<file path="src/design/lpc_rs_pkg.sv">
// Shared types, constants and microcode program for the LPC sample restoration block.
package lpc_rs_pkg;

  localparam int MAX_ORDER_DEF = 32;
  localparam int ORDER_W       = 6;
  localparam int PREC_W        = 4;
  localparam int SHIFT_W       = 4;
  localparam int CFG_IDX_W     = 2;
  localparam int CFG_DATA_W    = 6;
  localparam int SAMPLE_W      = 32;
  localparam int COEF_W        = 15;
  localparam int PROD_W        = COEF_W + SAMPLE_W;
  localparam int ACC_W         = 64;

  localparam logic [ORDER_W-1:0] ORDER_RST = 6'd1;
  localparam logic [PREC_W-1:0]  PREC_RST  = 4'd12;
  localparam logic [SHIFT_W-1:0] SHIFT_RST = 4'd0;

  localparam logic [CFG_IDX_W-1:0] REG_LPC_ORDER        = 2'd0;
  localparam logic [CFG_IDX_W-1:0] REG_COEF_PRECISION   = 2'd1;
  localparam logic [CFG_IDX_W-1:0] REG_PREDICTION_SHIFT = 2'd2;

  typedef enum logic [1:0] {
    OP_COEF = 2'd0,
    OP_WARM = 2'd1,
    OP_RES  = 2'd2,
    OP_NONE = 2'd3
  } op_t;

  typedef enum logic [2:0] {
    C_ALWAYS,
    C_DISPATCH,
    C_OUT_BUSY,
    C_SHORT,
    C_TAP_MORE
  } cond_t;

  typedef logic [3:0] step_t;

  localparam step_t ST_IDLE   = 4'd0;
  localparam step_t ST_COEF   = 4'd1;
  localparam step_t ST_WARM_W = 4'd2;
  localparam step_t ST_WARM   = 4'd3;
  localparam step_t ST_RCHK   = 4'd4;
  localparam step_t ST_MAC    = 4'd5;
  localparam step_t ST_DR1    = 4'd6;
  localparam step_t ST_DR2    = 4'd7;
  localparam step_t ST_RES_W  = 4'd8;
  localparam step_t ST_RES    = 4'd9;
  localparam step_t ST_ERR_W  = 4'd10;
  localparam step_t ST_ERR    = 4'd11;
  localparam step_t ST_NOP    = 4'd12;
  localparam step_t ST_LAST   = ST_NOP;

  typedef struct packed {
    logic in_rdy;
    logic coef_wr;
    logic warm;
    logic mac_clr;
    logic tap_rd;
    logic res;
    logic err;
  } ctl_t;

  typedef struct packed {
    logic out_busy;
    logic short_cnt;
    logic tap_more;
  } sts_t;

  typedef struct packed {
    ctl_t  ctl;
    cond_t cond;
    step_t target;
  } rom_word_t;

  localparam ctl_t CTL_NONE = '0;

  function automatic step_t dispatch(input op_t op);
    step_t s;
    s = ST_NOP;
    unique case (op)
      OP_COEF: s = ST_COEF;
      OP_WARM: s = ST_WARM_W;
      OP_RES:  s = ST_RCHK;
      OP_NONE: s = ST_NOP;
      default: s = ST_NOP;
    endcase
    return s;
  endfunction

  function automatic rom_word_t microcode(input step_t s);
    rom_word_t w;
    w = '{ctl: CTL_NONE, cond: C_ALWAYS, target: ST_IDLE};
    unique case (s)
      ST_IDLE: begin
        w.ctl.in_rdy = 1'b1;
        w.cond = C_DISPATCH;
      end
      ST_COEF:   w.ctl.coef_wr = 1'b1;
      ST_WARM_W: begin
        w.cond = C_OUT_BUSY;
        w.target = ST_WARM_W;
      end
      ST_WARM:   w.ctl.warm = 1'b1;
      ST_RCHK: begin
        w.ctl.mac_clr = 1'b1;
        w.cond = C_SHORT;
        w.target = ST_ERR_W;
      end
      ST_MAC: begin
        w.ctl.tap_rd = 1'b1;
        w.cond = C_TAP_MORE;
        w.target = ST_MAC;
      end
      ST_DR1:    w.target = ST_DR2;
      ST_DR2:    w.target = ST_RES_W;
      ST_RES_W: begin
        w.cond = C_OUT_BUSY;
        w.target = ST_RES_W;
      end
      ST_RES:    w.ctl.res = 1'b1;
      ST_ERR_W: begin
        w.cond = C_OUT_BUSY;
        w.target = ST_ERR_W;
      end
      ST_ERR:    w.ctl.err = 1'b1;
      default:   w.target = ST_IDLE;
    endcase
    return w;
  endfunction

endpackage

</file>
<file path="src/design/lpc_rs_ram.sv">
// Generic single-write, single-read RAM with registered read data.
module lpc_rs_ram #(
  parameter int WIDTH = 32,
  parameter int DEPTH = 32,
  parameter int AW = (DEPTH > 1) ? $clog2(DEPTH) : 1
) (
  input  logic             clk,
  input  logic             we,
  input  logic [AW-1:0]    waddr,
  input  logic [WIDTH-1:0] wdata,
  input  logic [AW-1:0]    raddr,
  output logic [WIDTH-1:0] rdata
);

  logic [WIDTH-1:0] mem [DEPTH];

  always_ff @(posedge clk) begin
    if (we) begin
      mem[waddr] <= wdata;
    end
    rdata <= mem[raddr];
  end

endmodule

</file>
<file path="src/design/lpc_rs_seq.sv">
// Microcode sequencer: step counter, control ROM and conditional jumps.
module lpc_rs_seq
  import lpc_rs_pkg::*;
(
  input  logic clk,
  input  logic rst,
  input  logic in_valid,
  input  op_t  in_op,
  input  sts_t sts,
  output ctl_t ctl
);

  step_t     step;
  step_t     step_next;
  rom_word_t word;
  logic      accept;

  assign word   = microcode(step);
  assign ctl    = word.ctl;
  assign accept = in_valid && word.ctl.in_rdy;

  always_ff @(posedge clk) begin
    if (rst) begin
      step <= ST_IDLE;
    end else begin
      step <= step_next;
    end
  end

  always_comb begin
    step_next = step + step_t'(1);
    unique case (word.cond)
      C_ALWAYS:   step_next = word.target;
      C_DISPATCH: step_next = accept ? dispatch(in_op) : step;
      C_OUT_BUSY: if (sts.out_busy) step_next = word.target;
      C_SHORT:    if (sts.short_cnt) step_next = word.target;
      C_TAP_MORE: if (sts.tap_more) step_next = word.target;
      default:    step_next = ST_IDLE;
    endcase
  end

`ifndef NO_ASSERTIONS
  a_step_range: assert property (@(posedge clk) disable iff (rst) step <= ST_LAST)
    else $error("step counter outside program");
  a_leave_idle: assert property (@(posedge clk) disable iff (rst) accept |=> step != ST_IDLE)
    else $error("accepted transfer not dispatched");
`endif

endmodule

</file>
<file path="src/design/lpc_rs_dp.sv">
// Datapath: registers, coefficient and history RAMs, MAC pipeline, result register.
module lpc_rs_dp
  import lpc_rs_pkg::*;
#(
  parameter int MAX_ORDER = MAX_ORDER_DEF
) (
  input  logic                  clk,
  input  logic                  rst,
  input  ctl_t                  ctl,
  output sts_t                  sts,
  input  logic                  cfg_we,
  input  logic [CFG_IDX_W-1:0]  cfg_index,
  input  logic [CFG_DATA_W-1:0] cfg_data,
  input  logic                  in_accept,
  input  logic [SAMPLE_W-1:0]   in_value,
  input  logic                  in_last,
  output logic                  out_valid,
  input  logic                  out_ready,
  output logic [SAMPLE_W-1:0]   out_sample,
  output logic                  out_last,
  output logic                  out_error
);

  localparam int AW    = (MAX_ORDER > 1) ? $clog2(MAX_ORDER) : 1;
  localparam int HDEPTH = 1 << AW;
  localparam int CW    = $clog2(MAX_ORDER + 1);

  logic [ORDER_W-1:0] lpc_order;
  logic [PREC_W-1:0]  coef_precision;
  logic [SHIFT_W-1:0] prediction_shift;

  logic [SAMPLE_W-1:0] val_q;
  logic                last_q;

  logic [CW-1:0] coef_count;
  logic [CW-1:0] warm_count;
  logic [CW-1:0] tap;
  logic [AW-1:0] wp;
  logic [CW-1:0] eff_order;
  logic [ORDER_W-1:0] clamp;

  logic [PREC_W-1:0]  prec;
  logic [COEF_W-1:0]  coef_ext;
  logic [COEF_W-1:0]  coef_rdata;
  logic [SAMPLE_W-1:0] hist_rdata;
  logic [SAMPLE_W-1:0] hist_wdata;
  logic [AW-1:0]      hist_raddr;
  logic               hist_we;
  logic               coef_we;

  logic               rd_v;
  logic               prod_v;
  logic signed [PROD_W-1:0] prod;
  logic signed [ACC_W-1:0]  acc;
  logic signed [ACC_W-1:0]  acc_sh;
  logic [SAMPLE_W-1:0]      res_sample;
  logic                     emit;

  always_ff @(posedge clk) begin
    if (rst) begin
      lpc_order        <= ORDER_RST;
      coef_precision   <= PREC_RST;
      prediction_shift <= SHIFT_RST;
    end else if (cfg_we) begin
      case (cfg_index)
        REG_LPC_ORDER:        lpc_order        <= cfg_data[ORDER_W-1:0];
        REG_COEF_PRECISION:   coef_precision   <= cfg_data[PREC_W-1:0];
        REG_PREDICTION_SHIFT: prediction_shift <= cfg_data[SHIFT_W-1:0];
        default: ;
      endcase
    end
  end

  always_comb begin
    clamp = lpc_order;
    if (lpc_order == '0) clamp = ORDER_W'(1);
    if (lpc_order > ORDER_W'(MAX_ORDER)) clamp = ORDER_W'(MAX_ORDER);
    eff_order = clamp[CW-1:0];
  end

  // sign-extend the raw coefficient at the configured precision
  always_comb begin
    prec = (coef_precision == '0) ? PREC_W'(1) : coef_precision;
    for (int i = 0; i < COEF_W; i++) begin
      coef_ext[i] = (PREC_W'(i) < prec) ? val_q[i] : val_q[prec - PREC_W'(1)];
    end
  end

  always_ff @(posedge clk) begin
    if (in_accept) begin
      val_q  <= in_value;
      last_q <= in_last;
    end
  end

  assign emit       = ctl.warm || ctl.res || ctl.err;
  assign coef_we    = ctl.coef_wr && (coef_count < eff_order);
  assign hist_we    = ctl.warm || ctl.res;
  assign hist_wdata = ctl.res ? res_sample : val_q;
  assign hist_raddr = wp - AW'(1) - tap[AW-1:0];

  always_ff @(posedge clk) begin
    if (rst) begin
      coef_count <= '0;
      warm_count <= '0;
      tap        <= '0;
      wp         <= '0;
      rd_v       <= 1'b0;
      prod_v     <= 1'b0;
    end else begin
      rd_v   <= ctl.tap_rd;
      prod_v <= rd_v;
      if (ctl.mac_clr) begin
        tap <= '0;
      end else if (ctl.tap_rd) begin
        tap <= tap + CW'(1);
      end
      if (hist_we) begin
        wp <= wp + AW'(1);
      end
      if (emit && last_q) begin
        coef_count <= '0;
        warm_count <= '0;
      end else begin
        if (coef_we) coef_count <= coef_count + CW'(1);
        if (ctl.warm && (warm_count < eff_order)) warm_count <= warm_count + CW'(1);
      end
    end
  end

  lpc_rs_ram #(.WIDTH(COEF_W), .DEPTH(MAX_ORDER), .AW(AW)) u_coef_ram (
    .clk   (clk),
    .we    (coef_we),
    .waddr (coef_count[AW-1:0]),
    .wdata (coef_ext),
    .raddr (tap[AW-1:0]),
    .rdata (coef_rdata)
  );

  lpc_rs_ram #(.WIDTH(SAMPLE_W), .DEPTH(HDEPTH), .AW(AW)) u_hist_ram (
    .clk   (clk),
    .we    (hist_we),
    .waddr (wp),
    .wdata (hist_wdata),
    .raddr (hist_raddr),
    .rdata (hist_rdata)
  );

  always_ff @(posedge clk) begin
    prod <= $signed(coef_rdata) * $signed(hist_rdata);
    if (ctl.mac_clr) begin
      acc <= '0;
    end else if (prod_v) begin
      acc <= acc + {{(ACC_W-PROD_W){prod[PROD_W-1]}}, prod};
    end
  end

  assign acc_sh     = acc >>> prediction_shift;
  assign res_sample = acc_sh[SAMPLE_W-1:0] + val_q;

  always_ff @(posedge clk) begin
    if (rst) begin
      out_valid <= 1'b0;
    end else if (emit) begin
      out_valid <= 1'b1;
    end else if (out_ready) begin
      out_valid <= 1'b0;
    end
  end

  always_ff @(posedge clk) begin
    if (emit) begin
      out_sample <= ctl.err ? '0 : (ctl.res ? res_sample : val_q);
      out_last   <= last_q;
      out_error  <= ctl.err;
    end
  end

  assign sts.out_busy  = out_valid && !out_ready;
  assign sts.short_cnt = (coef_count < eff_order) || (warm_count < eff_order);
  assign sts.tap_more  = (tap + CW'(1)) < eff_order;

`ifndef NO_ASSERTIONS
  a_emit_free: assert property (@(posedge clk) disable iff (rst) emit |-> !out_valid)
    else $error("result written over a pending transfer");
  a_mac_drained: assert property (@(posedge clk) disable iff (rst)
      ctl.res |-> (!rd_v && !prod_v))
    else $error("result taken before the MAC pipeline drained");
  a_tap_range: assert property (@(posedge clk) disable iff (rst)
      ctl.tap_rd |-> (tap < eff_order))
    else $error("tap read beyond the order");
`endif

endmodule

</file>
<file path="src/design/lpc_sample_restoration_top.sv">
// Top level of the LPC sample restoration block.
//
// Input stream: tuser carries the item kind (coefficient, warm-up sample,
// residual), tdata the 32-bit value, tlast the end-of-block mark.
// Output stream: tdata carries the restored or echoed sample, tlast the
// copied end mark, tuser the sequence error flag.
// Registers lpc_order, coef_precision and prediction_shift are written on
// the cfg port (index 0, 1, 2); the user must write them only while the
// block is idle; the block does not enforce this. One item is in work
// at a time, driven by a microcoded sequencer. A residual runs one
// multiply-accumulate per tap through the shared multiplier, fed by the
// coefficient and history RAM read ports, then drains the pipeline; an
// early residual, short of coefficients or warm-up samples, is an error.
// The result sits in an output register; if the receiver stalls, the
// sequencer holds before writing the next result and stops taking input.
// Reset clears the registers to order 1, precision 12, shift 0 and both
// counts to zero; RAM contents are not cleared.
module lpc_sample_restoration_top
  import lpc_rs_pkg::*;
#(
  parameter int MAX_ORDER = MAX_ORDER_DEF
) (
  input  logic                  clk,
  input  logic                  rst,
  input  logic                  cfg_we,
  input  logic [CFG_IDX_W-1:0]  cfg_index,
  input  logic [CFG_DATA_W-1:0] cfg_data,
  input  logic                  s_axis_tvalid,
  output logic                  s_axis_tready,
  input  logic [31:0]           s_axis_tdata,  // value[31:0]
  input  logic                  s_axis_tlast,
  input  logic [1:0]            s_axis_tuser,  // op[1:0]
  output logic                  m_axis_tvalid,
  input  logic                  m_axis_tready,
  output logic [31:0]           m_axis_tdata,  // sample[31:0]
  output logic                  m_axis_tlast,
  output logic [0:0]            m_axis_tuser   // error[0]
);

  ctl_t ctl;
  sts_t sts;
  logic accept;

  assign s_axis_tready = ctl.in_rdy;
  assign accept        = s_axis_tvalid && ctl.in_rdy;

  lpc_rs_seq u_seq (
    .clk      (clk),
    .rst      (rst),
    .in_valid (s_axis_tvalid),
    .in_op    (op_t'(s_axis_tuser)),
    .sts      (sts),
    .ctl      (ctl)
  );

  lpc_rs_dp #(.MAX_ORDER(MAX_ORDER)) u_dp (
    .clk        (clk),
    .rst        (rst),
    .ctl        (ctl),
    .sts        (sts),
    .cfg_we     (cfg_we),
    .cfg_index  (cfg_index),
    .cfg_data   (cfg_data),
    .in_accept  (accept),
    .in_value   (s_axis_tdata),
    .in_last    (s_axis_tlast),
    .out_valid  (m_axis_tvalid),
    .out_ready  (m_axis_tready),
    .out_sample (m_axis_tdata),
    .out_last   (m_axis_tlast),
    .out_error  (m_axis_tuser[0])
  );

endmodule

</file>
<file path="config.mk">
export PLATFORM = sky130hd
export DESIGN_NAME = lpc_sample_restoration_top
export DESIGN_NICKNAME = d
export VERILOG_FILES = /design/src/design/lpc_rs_pkg.sv /design/src/design/lpc_rs_ram.sv /design/src/design/lpc_rs_seq.sv /design/src/design/lpc_rs_dp.sv /design/src/design/lpc_sample_restoration_top.sv
export SDC_FILE = /design/constraint.sdc
export NUM_CORES = 2
export LEC_CHECK = 0
export BUFFER_PORTS_ARGS = -buffer_cell sky130_fd_sc_hd__buf_2
export CAP_MARGIN = 40
export CORE_ASPECT_RATIO = 0.7
export CORE_MARGIN = 2
export CORE_UTILIZATION = 35
export DETAILED_ROUTE_END_ITERATION = 10
export PLACE_DENSITY_LB_ADDON = 0.25
export SYNTH_ARGS = -nofsm -noshare
export SYNTH_HDL_FRONTEND = slang
export SYNTH_SLANG_ARGS = --single-unit
export TNS_END_PERCENT = 100
</file>
<file path="constraint.sdc">
create_clock -name clk -period 19.3 [get_ports clk]
set_input_delay 1.93 -clock clk [delete_from_list [all_inputs] [get_ports clk]]
set_output_delay 1.93 -clock clk [all_outputs]
set_load 0.01 [all_outputs]
</file>
After elaboration in Yosys (flattened, before gate mapping)
Memories as Yosys holds them, arrays and structs flattened. A register that Yosys moved wholly into a read port is not among the register bits. Index checks and enable logic that the tools add are counted.

$add $sub $neg: 10. $mul: 1. $lt $le $gt $ge: 20. Equal/unequal tests: 21. Shift-type cells: 1. Multiplexer cells: 42. Reductions and logical operators: 24.

Operators by type and width (number): $add 64x64->64 (1); $sshr 64x4->32 (1); $mul 15x32->47 (1); $pmux 4 s5 (2); $add 32x32->32 (1); $mux 32 (1); $mux 1 (29); $lt 4x4->1 const A (7); $mux 4 (5); $add 6x1->6 const B (3); $lt 6x6->1 (3); $eq 4x3->1 const B (4); $eq 4x4->1 const B (4); $lt 3x4->1 const A (4); $pmux 4 s4 (1); $mux 6 (2); $pmux 3 s4 (1); $eq 4x2->1 const B (2); $logic_not 4->1 (2); $lt 1x4->1 const A (2); $lt 2x4->1 const A (2); $reduce_or 2->1 (4); $eq 2x2->1 const B (3); $eq 3x2->1 const B (2); 22 further kinds (32).

Register bits: 222. RAM bits: 1504. Output and inout bits: 36. Memories: 2.

Memories: u_dp.u_hist_ram.mem (depth 32, bits a word 32, rd ports 1, clocked after memory_dff 1, wr ports 1, RTL line lpc_rs_ram.sv:15) `logic [WIDTH-1:0] mem [DEPTH];`; u_dp.u_coef_ram.mem (depth 32, bits a word 15, rd ports 1, clocked after memory_dff 1, wr ports 1, RTL line lpc_rs_ram.sv:15).

Logic depth before layout (Yosys ltp)
Depth in word-level cells: 7. Mapped depth: 28. Mapped depth without buffers: 27.

By module
A second synthesis with hierarchy kept.

Cell total of the unflattened synthesis: 6801. Area, all modules: 90847.1 um2.

By module, submodules not included: lpc_rs_ram (u_dp.u_hist_ram) (instances 1, cells each 2260, area each 40485.1 um2, seq. area each 31390.1 um2); lpc_rs_dp (instances 1, cells each 3380, area each 30519.3 um2, seq. area each 4694.5 um2); lpc_rs_ram (u_dp.u_coef_ram) (instances 1, cells each 1075, area each 19208.4 um2, seq. area each 14714.1 um2); lpc_rs_seq (instances 1, cells each 85, area each 628.1 um2, seq. area each 80.1 um2); lpc_sample_restoration_top (instances 1, cells each 1, area each 6.3 um2, seq. area each 0.0 um2).

Least setup slack after synthesis
OpenSTA, ideal clock, no wires.

Path type: reg2reg. From: register u_dp.prediction_shift[0]. To: memory u_dp.u_hist_ram.mem[0][30] (data pin). Data arrival time: 6.071 ns. Path slack: 12.775 ns. Stages on the path, launching flop included: 24. Buffers on the path: 4. Period minus slack after synthesis: 6.525 ns. Path through: dfxtp_1 buf_2 buf_1 clkbuf_1 clkbuf_1 nand2_1 o21ai_0 mux2i_1 nand2_1 o21ai_0 ha_1 inv_1 fa_1 nor2b_1 o31a_1 o31ai_2 o21ai_1 a41oi_2 o21ai_2 a311oi_1 nor2b_1 o41ai_2 xor2_1 o21ai_0.

Cells in the longest elaborated chain, start to end: 3.

Ends and longest elaborated chain: start: declaration (RTL line lpc_rs_dp.sv:30) `logic [SHIFT_W-1:0] prediction_shift;`; start signal: assignment (RTL line lpc_rs_dp.sv:68) `REG_PREDICTION_SHIFT: prediction_shift <= cfg_data[SHIFT_W-1:0];`; $sshr 64x4->32 (RTL line lpc_rs_dp.sv:158) `assign acc_sh = acc >>> prediction_shift;`; $add 32x32->32 (RTL line lpc_rs_dp.sv:159) `assign res_sample = acc_sh[SAMPLE_W-1:0] + val_q;`; $mux 32 (RTL line lpc_rs_dp.sv:99) `assign hist_wdata = ctl.res ? res_sample : val_q;`; named net u_dp.hist_wdata[30] (RTL line lpc_rs_dp.sv:46) `logic [SAMPLE_W-1:0] hist_wdata;`; end: declaration (RTL line lpc_rs_ram.sv:15).

The timed path passes the listed nets, and every way through them passes these cells.

Worst setup path after layout
From: register u_dp.u_coef_ram.rdata[14], read port of u_dp.u_coef_ram.mem. To: register u_dp.prod[45].

Cells in the longest elaborated chain, start to end: 1.

Ends and longest elaborated chain: start: declaration (RTL line lpc_rs_ram.sv:12) `output logic [WIDTH-1:0] rdata`; $mul 15x32->47 (RTL line lpc_rs_dp.sv:150) `prod <= $signed(coef_rdata) * $signed(hist_rdata);`; end signal: assignment (RTL line lpc_rs_dp.sv:150); end: declaration (RTL line lpc_rs_dp.sv:53) `logic signed [PROD_W-1:0] prod;`.

Every way passes these cells. A chain may end at the register's enable or synchronous reset.

==> out/metrics.cfg <==
[floorplanning]
rows=154
start_util_pct=35.2
dieHeight_um=425
ios=84
coreArea_um2=252000
fp.dieW_um=606
die-area_um2=257000

[clocking]
cts_tree=yes
numCtsBuffers=172
cts_setup_buffers=0
clkTransAtPathRegs_ns=0.07
clkLatencyLatePin_ns=0.84
htree_levels=4
cts_buffer_depth=4
cts_root_buf=clkbuf_16
cts.repair.resized=0
hold_buffers=0
cts.sinks=1756

[synthesis]
synth_top_area_share_pct=53.2
ys_warn_count=0
synth_edf_count=1571
async_flop_share_pct=0
synth_fp_nets=6775
synth_top_cell_by_area=edfxtp_1
ys_seq_area_share_pct=57.4
netlist_top_cells_count=edfxtp_1 (1571), nand2_1 (756), inv_1 (537), fa_1 (446), mux4_2 (441)
synthCells=6052
synth_area_um2=88700
synth-seq-cells=1756
synth_ff_type=edfxtp_1
yosysUniqueCellTypes=87
synth.most_common_cell=edfxtp_1
syn_avg_cell_area_um2=14.7
yosys-top-cells-area=edfxtp_1 (53%), mux4_2 (11%), fa_1 (10%)

[layout]
fillers=23200
areaGrowthSynthToFinish_pct=12.4
drive_gt1_share_pct=17.4
layout.nets=6922

[setup_path]
cp-startpoint=u_dp.u_coef_ram.rdata[14]
cp-start-kind=flop
cp.required_ns=20.01
r2r_slack_ns=11.74
r2r_cells=25
regToRegStartpoint=u_dp.u_coef_ram.rdata[14]
cp-end-kind=flop
worst_ep_arrival_time_ns=8.27
path_max_fanout=27
critPathKind=flop to flop
reg2reg_to=u_dp.prod[45]

[worst_hold_path]
hold_path.startpoint=u_dp.rd_v
holdPathEnd=u_dp.prod_v
hold_depth=1
hp-class=flop to flop

[global_routing]
grt_overflow_total=0
grt_pass1_vias=51700
grt_pass1_wl_um=357000
grt_antenna_before_repair=21
grt_usage_pct=19.0
grt_max_degree=106

[drt]
drtIter0Drc=5555
drcViolationCount=0
viasPerCell=5.30
num_vias=51300
detail_route.first_pass.iterations=6
postRouteAntennaNets=0
wl_per_cell_um=25.3
routed_wl_um=245000

[sta]
rsz0062_at_grt=no
setup_viol=0
slew_headroom_pct=36.1
setup-tns-final_ns=0
hold_viol_final=0
fmax_ghz=0.132
slew_violations=0
worst_slew_pin_slew_ns=0.948
clock-skew-final_ns=0.0800
final.period_utilization_pct=39.2
finalCriticalPeriod_ns=7.56

[place]
io_buffers=83
dpl.hpwl_um=157000
place_congestion=0.867

[outcome]
outcome=completed

[flow_run]
maxCapViolCount=0

==> critical path, cell delays in order (launching register included) <==
cell and delay (ns):
dfxtp_1 0.76, clkinv_1 0.14, buf_4 0.32, nor2_1 0.41, fa_1 0.52, fa_1 0.48
fa_1 0.54, fa_1 0.45, fa_1 0.49, inv_1 0.05, fa_1 0.47, inv_1 0.04
ha_1 0.38, nand4_1 0.19, nor3_1 0.09, nor2b_1 0.14, a2111oi_0 0.29, o21ai_0 0.18
a31oi_2 0.25, nand3b_1 0.15, a221o_1 0.38, nand3_2 0.15, o21ai_1 0.12, a21o_1 0.21
a21oi_2 0.14, xnor2_1 0.13
==> metal layers <==
layer | part of all wire, % | track usage, % | up-vias
li1 | - | - | 22100
met4 | 1.8 | 3.75 | 12
met1 | 47 | 28.8 | 27000
met2 | 42 | 27.3 | 1904
met3 | 9.1 | 4.97 | 271
met5 | 0.074 | 0.314 | -
==> cells by family after synthesis <==
| family | after synthesis | synth area share [%] |
|---|---|---|
| adder cells (fa/ha/maj) | 675 | 13.3 |
| AO/OA/AOI/OAI | 503 | 3.62 |
| AND/OR/NAND/NOR | 1561 | 7.94 |
| buffers and inverters | 844 | 3.66 |
| multiplexers | 568 | 12.7 |
| flip-flops | 1756 | 57.4 |
| XOR/XNOR | 145 | 1.43 |
==> state kept, by name, summed over array words and instances, names as in the netlist, 15 cells and up <==
| name | cells |
|---|---|
| u_dp.u_hist_ram.mem | 1024 |
| u_dp.acc | 47 |
| u_dp.u_hist_ram.rdata | 32 |
| u_dp.prod | 47 |
| u_dp.u_coef_ram.rdata | 15 |
| u_dp.out_sample | 32 |
| u_dp.u_coef_ram.mem | 480 |
| u_dp.val_q | 32 |
==> cell usage in the layout (no fill, tap or decap), drive strengths merged, types with 23 or more instances in the layout <==
| master | n |
|---|---|
| a211oi | 29 |
| a21o | 56 |
| a21oi | 148 |
| and2 | 216 |
| buf | 278 |
| clkbuf | 211 |
| clkinv | 56 |
| dfxtp | 185 |
| edfxtp | 1571 |
| fa | 446 |
| ha | 229 |
| inv | 546 |
| mux2i | 106 |
| mux4 | 441 |
| nand2 | 757 |
| nand2b | 26 |
| nand3 | 194 |
| nor2 | 250 |
| nor2b | 33 |
| o21ai | 147 |
| o21bai | 23 |
| xnor2 | 98 |
| xor2 | 47 |
==> area by class of cell <==
type	instances	area [um^2]	share of cell area, %
sequential	1756	50900	51.1
multi-input combinational	3452	35000	35.1
clock buffer	211	4540	4.56
tap	3354	4200	4.21
timing repair buffer	278	2230	2.24
inverter	539	2020	2.03
clock inverter	79	734	0.737
antenna	2	5.00	0.00502
==> per-stage QoR <==
stage	setup slack, ns	hold WS, ns	util [%]	instances	area (um^2)
finish	11.74	0.461	39.6	9671	99700
global route	11.35	0.462	39.6	9670	99600
CTS	11.86	0.467	39.6	9668	99600
detailed placement	11.85	0.482	37.5	9378	94300
global placement	11.90	0.474	37.2	9339	93700
floorplan	12.78	0.414	-	6052	88700
==> worst max-delay path by stage <==
stage                                      end  slack (ns)  cells after the start
finish                           u_dp.prod[45]       11.74                     25
global route                     u_dp.prod[45]       11.35                     25
CTS                              u_dp.prod[46]       11.86                     25
detailed placement               u_dp.prod[44]       11.85                     25
global placement                 u_dp.prod[45]       11.90                     25
floorplan           u_dp.u_hist_ram.mem[0][30]       12.78                     23
Power is not shown: default switching activity piles up to over one toggle a cycle in this logic, so the estimate is an artifact.
